$ cat src/rtl/core/path_length_accumulator_top_macros.svh
// Assertion macros used by plac_ctrl.
`ifndef PATH_LENGTH_ACCUMULATOR_TOP_MACROS_SVH
`define PATH_LENGTH_ACCUMULATOR_TOP_MACROS_SVH

// Check cons in the same cycle as ante.
`define PLA_ASSERT_NOW(label, ante, cons, msg) \
	label: assert property (@(posedge clk) disable iff (!arst_n) (ante) |-> (cons)) \
		else $error(msg);

// Check cons in the cycle after ante.
`define PLA_ASSERT_NEXT(label, ante, cons, msg) \
	label: assert property (@(posedge clk) disable iff (!arst_n) (ante) |=> (cons)) \
		else $error(msg);

`endif

$ cat src/rtl/core/plac_pkg.sv
package plac_pkg;

	localparam int COORD_BITS = 24;
	localparam int TOTAL_BITS = 40;
	localparam int SQ_BITS    = 2 * COORD_BITS;
	localparam int SUM_BITS   = SQ_BITS + 1;
	localparam int ROOT_STEPS = (SUM_BITS + 1) / 2;
	localparam int ROOT_BITS  = ROOT_STEPS;
	localparam int RAD_BITS   = 2 * ROOT_STEPS;
	localparam int REM_BITS   = ROOT_BITS + 3;
	localparam int SEG_BITS   = COORD_BITS + 1;
	localparam int CNT_BITS   = $clog2(ROOT_STEPS);

	typedef struct packed {
		logic load_in;
		logic sq_x;
		logic sq_y;
		logic load_root;
		logic root_step;
		logic finish;
	} plac_cmd_t;

	typedef struct packed {
		logic root_last;
	} plac_sts_t;

endpackage

$ cat src/rtl/core/plac_dp.sv
module plac_dp (
	input  logic                                 clk,
	input  logic                                 arst_n,
	input  plac_pkg::plac_cmd_t                  cmd,
	output plac_pkg::plac_sts_t                  sts,
	input  logic signed [plac_pkg::COORD_BITS-1:0] pos_x,
	input  logic signed [plac_pkg::COORD_BITS-1:0] pos_y,
	output logic [plac_pkg::SEG_BITS-1:0]        segment_length,
	output logic [plac_pkg::TOTAL_BITS-1:0]      total_length,
	output logic                                 total_saturated
);

	logic signed [plac_pkg::COORD_BITS-1:0] last_x_q, last_y_q;
	logic [plac_pkg::TOTAL_BITS-1:0]        total_q;
	logic [plac_pkg::CNT_BITS-1:0]          cnt_q;
	logic [plac_pkg::COORD_BITS-1:0]        ax_q, ay_q;
	logic [plac_pkg::SQ_BITS-1:0]           prod_q;
	logic [plac_pkg::SQ_BITS-1:0]           sqx_q;
	logic [plac_pkg::RAD_BITS-1:0]          rad_q;
	logic [plac_pkg::ROOT_BITS-1:0]         root_q;
	logic [plac_pkg::REM_BITS-1:0]          rem_q;
	logic [plac_pkg::SEG_BITS-1:0]          seg_q;
	logic [plac_pkg::TOTAL_BITS-1:0]        tot_out_q;
	logic                                   sat_q;

	logic signed [plac_pkg::COORD_BITS:0]   dx, dy;
	logic [plac_pkg::COORD_BITS:0]          adx, ady;
	logic [plac_pkg::COORD_BITS-1:0]        mul_a;
	logic [plac_pkg::SUM_BITS-1:0]          sum;
	logic [plac_pkg::REM_BITS-1:0]          rem_sh, trial, rem_n;
	logic                                   ge;
	logic [plac_pkg::TOTAL_BITS:0]          tsum;
	logic [plac_pkg::TOTAL_BITS-1:0]        new_total;

	always_comb begin
		dx  = {pos_x[plac_pkg::COORD_BITS-1], pos_x} - {last_x_q[plac_pkg::COORD_BITS-1], last_x_q};
		dy  = {pos_y[plac_pkg::COORD_BITS-1], pos_y} - {last_y_q[plac_pkg::COORD_BITS-1], last_y_q};
		adx = dx[plac_pkg::COORD_BITS] ? 
			(plac_pkg::COORD_BITS+1)'(-dx) : (plac_pkg::COORD_BITS+1)'(dx);
		ady = dy[plac_pkg::COORD_BITS] ?
			(plac_pkg::COORD_BITS+1)'(-dy) : (plac_pkg::COORD_BITS+1)'(dy);
		mul_a  = cmd.sq_y ? ay_q : ax_q;
		sum    = {1'b0, sqx_q} + {1'b0, prod_q};
		rem_sh = {rem_q[plac_pkg::REM_BITS-3:0], rad_q[plac_pkg::RAD_BITS-1 -: 2]};
		trial  = {1'b0, root_q, 2'b01};
		ge     = rem_sh >= trial;
		rem_n  = ge ? rem_sh - trial : rem_sh;
		tsum   = {1'b0, total_q}
			+ {{(plac_pkg::TOTAL_BITS+1-plac_pkg::ROOT_BITS){1'b0}}, root_q};
		new_total = tsum[plac_pkg::TOTAL_BITS] ? '1 : tsum[plac_pkg::TOTAL_BITS-1:0];
	end

	assign sts.root_last = (cnt_q == plac_pkg::CNT_BITS'(plac_pkg::ROOT_STEPS - 1));

	always_ff @(posedge clk or negedge arst_n) begin
		if (!arst_n) begin
			last_x_q <= '0;
			last_y_q <= '0;
			total_q  <= '0;
			cnt_q    <= '0;
		end else begin
			if (cmd.load_in) begin
				last_x_q <= pos_x;
				last_y_q <= pos_y;
			end
			if (cmd.load_root) begin
				cnt_q <= '0;
			end else if (cmd.root_step) begin
				cnt_q <= cnt_q + 1'b1;
			end
			if (cmd.finish) begin
				total_q <= new_total;
			end
		end
	end

	always_ff @(posedge clk) begin
		if (cmd.load_in) begin
			ax_q <= adx[plac_pkg::COORD_BITS-1:0];
			ay_q <= ady[plac_pkg::COORD_BITS-1:0];
		end
		if (cmd.sq_x || cmd.sq_y) begin
			prod_q <= mul_a * mul_a;
		end
		if (cmd.sq_y) begin
			sqx_q <= prod_q;
		end
		if (cmd.load_root) begin
			rad_q  <= {{(plac_pkg::RAD_BITS-plac_pkg::SUM_BITS){1'b0}}, sum};
			root_q <= '0;
			rem_q  <= '0;
		end else if (cmd.root_step) begin
			rad_q  <= {rad_q[plac_pkg::RAD_BITS-3:0], 2'b00};
			root_q <= {root_q[plac_pkg::ROOT_BITS-2:0], ge};
			rem_q  <= rem_n;
		end
		if (cmd.finish) begin
			seg_q     <= root_q;
			tot_out_q <= new_total;
			sat_q     <= &new_total;
		end
	end

	assign segment_length  = seg_q;
	assign total_length    = tot_out_q;
	assign total_saturated = sat_q;

endmodule

$ cat src/rtl/core/plac_ctrl.sv
`include "path_length_accumulator_top_macros.svh"

module plac_ctrl (
	input  logic                clk,
	input  logic                arst_n,
	input  logic                in_valid,
	output logic                in_ready,
	output logic                out_valid,
	input  logic                out_ready,
	input  plac_pkg::plac_sts_t sts,
	output plac_pkg::plac_cmd_t cmd
);

	typedef enum logic [4:0] {
		ST_IDLE = 5'b00001,
		ST_SQX  = 5'b00010,
		ST_SQY  = 5'b00100,
		ST_ADD  = 5'b01000,
		ST_ROOT = 5'b10000
	} plac_state_t;

	plac_state_t state_q, state_n;
	logic        acc_q;
	logic        out_valid_q;
	logic        slot_free;

	assign slot_free = !out_valid_q || out_ready;
	assign in_ready  = (state_q == ST_IDLE) && !acc_q;
	assign out_valid = out_valid_q;

	always_comb begin
		cmd           = '0;
		state_n       = state_q;
		cmd.finish    = acc_q && slot_free;
		cmd.load_in   = in_valid && in_ready;
		unique case (state_q)
			ST_IDLE: begin
				if (cmd.load_in) begin
					state_n = ST_SQX;
				end
			end
			ST_SQX: begin
				cmd.sq_x = 1'b1;
				state_n  = ST_SQY;
			end
			ST_SQY: begin
				cmd.sq_y = 1'b1;
				state_n  = ST_ADD;
			end
			ST_ADD: begin
				cmd.load_root = 1'b1;
				state_n       = ST_ROOT;
			end
			ST_ROOT: begin
				cmd.root_step = 1'b1;
				if (sts.root_last) begin
					state_n = ST_IDLE;
				end
			end
			default: begin
				state_n = ST_IDLE;
			end
		endcase
	end

	always_ff @(posedge clk or negedge arst_n) begin
		if (!arst_n) begin
			state_q     <= ST_IDLE;
			acc_q       <= 1'b0;
			out_valid_q <= 1'b0;
		end else begin
			state_q <= state_n;
			if (state_q == ST_ROOT && sts.root_last) begin
				acc_q <= 1'b1;
			end else if (cmd.finish) begin
				acc_q <= 1'b0;
			end
			if (cmd.finish) begin
				out_valid_q <= 1'b1;
			end else if (out_ready) begin
				out_valid_q <= 1'b0;
			end
		end
	end

	`PLA_ASSERT_NOW(a_finish_slot, cmd.finish, !out_valid_q || out_ready, "result overwrote word")
	`PLA_ASSERT_NEXT(a_accept_seq, in_valid && in_ready, state_q == ST_SQX, "accept did not start")
	`PLA_ASSERT_NEXT(a_root_hold, state_q == ST_ROOT && !sts.root_last, state_q == ST_ROOT,
		"root left early")
	`PLA_ASSERT_NEXT(a_finish_out, cmd.finish, out_valid_q && !acc_q, "finish lost")

endmodule

$ cat src/rtl/core/path_length_accumulator_top.sv
// An accepted word is squared (x, then y), summed and rooted, then waits in acc_q
// until the output register is free; no new word is taken before that. The 25-step
// restoring square root takes one radicand bit pair per cycle.
// A new word is taken while the previous result still waits in the output register.
// Reset (arst_n low): previous position (0,0), total zero, no result pending.
module path_length_accumulator_top (
	input  logic                                   clk,
	input  logic                                   arst_n,
	input  logic                                   in_valid,
	output logic                                   in_ready,
	input  logic signed [plac_pkg::COORD_BITS-1:0] pos_x,
	input  logic signed [plac_pkg::COORD_BITS-1:0] pos_y,
	output logic                                   out_valid,
	input  logic                                   out_ready,
	output logic [plac_pkg::SEG_BITS-1:0]          segment_length,
	output logic [plac_pkg::TOTAL_BITS-1:0]        total_length,
	output logic                                   total_saturated
);

	plac_pkg::plac_cmd_t cmd;
	plac_pkg::plac_sts_t sts;

	plac_ctrl u_ctrl (
		.clk       (clk),
		.arst_n    (arst_n),
		.in_valid  (in_valid),
		.in_ready  (in_ready),
		.out_valid (out_valid),
		.out_ready (out_ready),
		.sts       (sts),
		.cmd       (cmd)
	);

	plac_dp u_dp (
		.clk             (clk),
		.arst_n          (arst_n),
		.cmd             (cmd),
		.sts             (sts),
		.pos_x           (pos_x),
		.pos_y           (pos_y),
		.segment_length  (segment_length),
		.total_length    (total_length),
		.total_saturated (total_saturated)
	);

endmodule

$ cat config.mk
export PLATFORM = sky130hd
export DESIGN_NAME = path_length_accumulator_top
export DESIGN_NICKNAME = d
export VERILOG_FILES = /design/src/rtl/core/plac_pkg.sv /design/src/rtl/core/plac_dp.sv /design/src/rtl/core/plac_ctrl.sv /design/src/rtl/core/path_length_accumulator_top.sv
export VERILOG_INCLUDE_DIRS = /design/src /design/src/rtl/core
export SDC_FILE = /design/constraint.sdc
export NUM_CORES = 2
export LEC_CHECK = 0
export BUFFER_PORTS_ARGS = -buffer_cell sky130_fd_sc_hd__buf_4
export CORE_ASPECT_RATIO = 0.6
export CORE_MARGIN = 8
export CORE_UTILIZATION = 45
export DETAILED_ROUTE_END_ITERATION = 12
export PLACE_DENSITY = 0.64
export SYNTH_ARGS = -nofsm -noshare
export SYNTH_HDL_FRONTEND = slang
export SYNTH_SLANG_ARGS = --single-unit
$ cat constraint.sdc
create_clock -name clk -period 11.35 [get_ports clk]
set_input_delay 3.405 -clock clk [delete_from_list [all_inputs] [get_ports clk]]
set_output_delay 3.405 -clock clk [all_outputs]
set_load 0.05 [all_outputs]
==> metrics.md <==
| Metric | Value |
|---|---|
| Crit path launch type | `register` |
| Post-synth ARST share | `24.4%` |
| Final setup fails | `0` |
| Crit. Startpoint | `u_ctrl.state_q[1]` |
| Worst Skew | `0.0208 ns` |
| DR vias/cell | `5.29` |
| Area delta synth->final | `9.34%` |
| Row cnt | `83` |
| Mapped Cells | `4014` |
| Clk Latency, worst-skew pair | `0.59 ns` |
| Die area | `95800 um^2` |
| Final hold vios | `0` |
| Synth warn | `0` |
| Routed Antenna Nets | `0` |
| GRT overflow | `0` |
| Post-synthesis cell type count | `98` |
| Register area share after synthesis | `29.2%` |
| Final worst path period need | `10.51 ns` |
| Routed vias | `28.0k` |
| Setup_tns | `0 ns` |
| Hold Path Origin | `u_dp.prod_q[2]` |
| PostCTS Resize Cnt | `0` |
| Worst path arrival time | `10.85 ns` |
| Syn Nets | `4817` |
| Ys flop type | `edfxtp_1` |
| Total wire length | `98600 um` |
| Height of the die | `243 um` |
| Overall routing resource usage | `20.4%` |
| Antenna diode count | `0` |
| Most common cell after layout, fill and taps aside | `inv_1` |
| Critical path class | `reg -> reg` |
| CTS tree | `done` |
| GPL Wtd Cong | `0.965` |
| HPWL after DPL | `77900 um` |
| Hold buffers post-CTS | `0` |
| Synthesized area | `38600 um^2` |
| CP max FO | `51` |
| Achievable Freq | `95.2 MHz` |
| DRC | `0` |
| Crit share post-route | `92.6%` |
| Iter 0 DRT Violations | `2548` |
| EDFF count, synth | `257` |
| Root Driver | `clkbuf_16` |
| Clk slew on worst S/H paths | `0.07 ns` |
| Avg Inst Size Synth | `9.62 um^2` |
| Final Max Slew Viols | `0` |
| Critical R2R Launch | `u_ctrl.state_q[1]` |
| Critical path's largest stage delay | `0.63 ns` |
| Status | `completed` |
| Core ar. | `85300 um^2` |
| Via count of the first global-routing pass | `27.4k` |
| Final nets | `4911` |
| DRT Pass-1 Iters | `5` |
| Pin count of the biggest net entering global routing | `113` |
| RSZ-0062 raised after global routing | `no` |
| Die X | `394 um` |
| Worst slew pin tran | `1.10 ns` |
| Crit path capture type | `register` |
| Clock Path Buffers | `3` |
| Initial core utilization | `45.3%` |
| Initial antenna violation count | `1` |
| Max stage delay cell, worst path | `nand2_1` |
| First-pass GRT wire length | `158000 um` |
| Post CTS Setup Buffer Count | `0` |
| Total CTS buffers | `41` |
| Worst Hold Class | `reg -> reg` |
| Layout cells sized above 1 | `7.32%` |
| Worst Path Required | `11.69 ns` |
| Htree depth | `2` |
| I/O Pins | `120` |
| IO Port Bufs | `119` |
| Register bit total from synthesis | `409` |
| Commonest non-fill, non-tap cells in the layout | `inv_1 (733), nand2_1 (459), fa_1 (432)` |
| Wirelength per Cell | `18.7 um` |
| Clock sink count | `409` |
| Max-slew headroom | `26.7%` |
| Max Cap Viol | `0` |
-- registers in the layout, summed over array words and instances (netlist names) --
signal and flops:
u_dp.last_y_q 24, u_dp.root_q 25, u_dp.total_q 40, u_ctrl.state_q 5
u_dp.prod_q 47, u_ctrl.acc_q 1, u_dp.last_x_q 24, u_dp.total_saturated 1
u_ctrl.out_valid 1, u_dp.rem_q 26, u_dp.ay_q 24, u_dp.cnt_q 5
u_dp.ax_q 24, u_dp.segment_length 25, u_dp.total_length 40, u_dp.rad_q 50
u_dp.sqx_q 47
-- synthesized netlist by cell type (all sizes together) (41+ instances only) --
master / instances / area (um^2)
a21o: 72 / 542
a21oi: 155 / 780
clkbuf: 100 / 377
dfrtp: 99 / 2480
dfxtp: 52 / 1040
edfxtp: 257 / 7720
fa: 432 / 8650
ha: 319 / 3990
inv: 736 / 2760
nand2: 461 / 1730
nand3: 41 / 210
nor2: 285 / 1080
o21ai: 221 / 1110
xnor2: 140 / 1230
xor2: 76 / 666
-- worst max-delay path: cells and delay by family, from the launching register on --
kind,cells,cell delay [ns]
buffers and inverters,11,1.81
adder cells (fa/ha/maj),8,3.86
flip-flops,1,0.39
AND/OR/NAND/NOR,7,1.71
AO/OA/AOI/OAI,8,2.27
XOR/XNOR,1,0.17
-- routing by layer --
layer	wire, um	vias up	global-route usage (%)
li1	-	13400	-
met1	50600	13400	32.9
met2	36400	1041	26.3
met3	10200	106	6.53
met4	1450	2	3.35
met5	13	-	0
-- stage by stage --
step	area (um^2)	utilization (%)	std cells	hold slack (ns)	setup slack, ns
2_1_floorplan	38600	-	4014	0.418	1.68
3_3_place_gp	40800	47.9	5212	0.446	1.08
4_1_cts	42200	49.5	5288	0.465	0.821
5_1_grt	42200	49.5	5288	0.469	0.132
6_report	42200	49.5	5288	0.458	0.843
3_5_place_dp	40800	47.9	5212	0.450	0.850
-- layout make-up --
type                            count  area, um^2
Fill cell                        7860       43000
Multi-Input combinational cell   2750       24100
Sequential cell                   409       11300
Inverter                          741        2790
Tap cell                         1147        1440
Timing Repair Buffer              165        1240
Clock buffer                       47        1050
Clock inverter                     29         335
-- logic make-up after synthesis --
kind of cell / count (synthesis) / synth area share (%)
AND/OR/NAND/NOR: 1009 / 11.5
adder cells (fa/ha/maj): 751 / 32.7
AO/OA/AOI/OAI: 738 / 12.3
multiplexers: 36 / 0.982
flip-flops: 409 / 29.2
XOR/XNOR: 216 / 4.90
buffers and inverters: 855 / 8.41
-- path summary, 6_finish.rpt --
path,endpoint,slack [ns],cells past startpoint
min,u_dp.sqx_q[2],0.46,0
min in group asynchronous,u_dp.last_y_q[19],2.82,1
max reg2reg,u_dp.prod_q[43],0.84,35
max,u_dp.prod_q[43],0.84,35
max in group asynchronous,u_dp.total_q[2],7.23,2
min reg2reg,u_dp.sqx_q[2],0.46,0
Power is not shown: default switching activity piles up to over one toggle a cycle in this logic, so the estimate is an artifact.
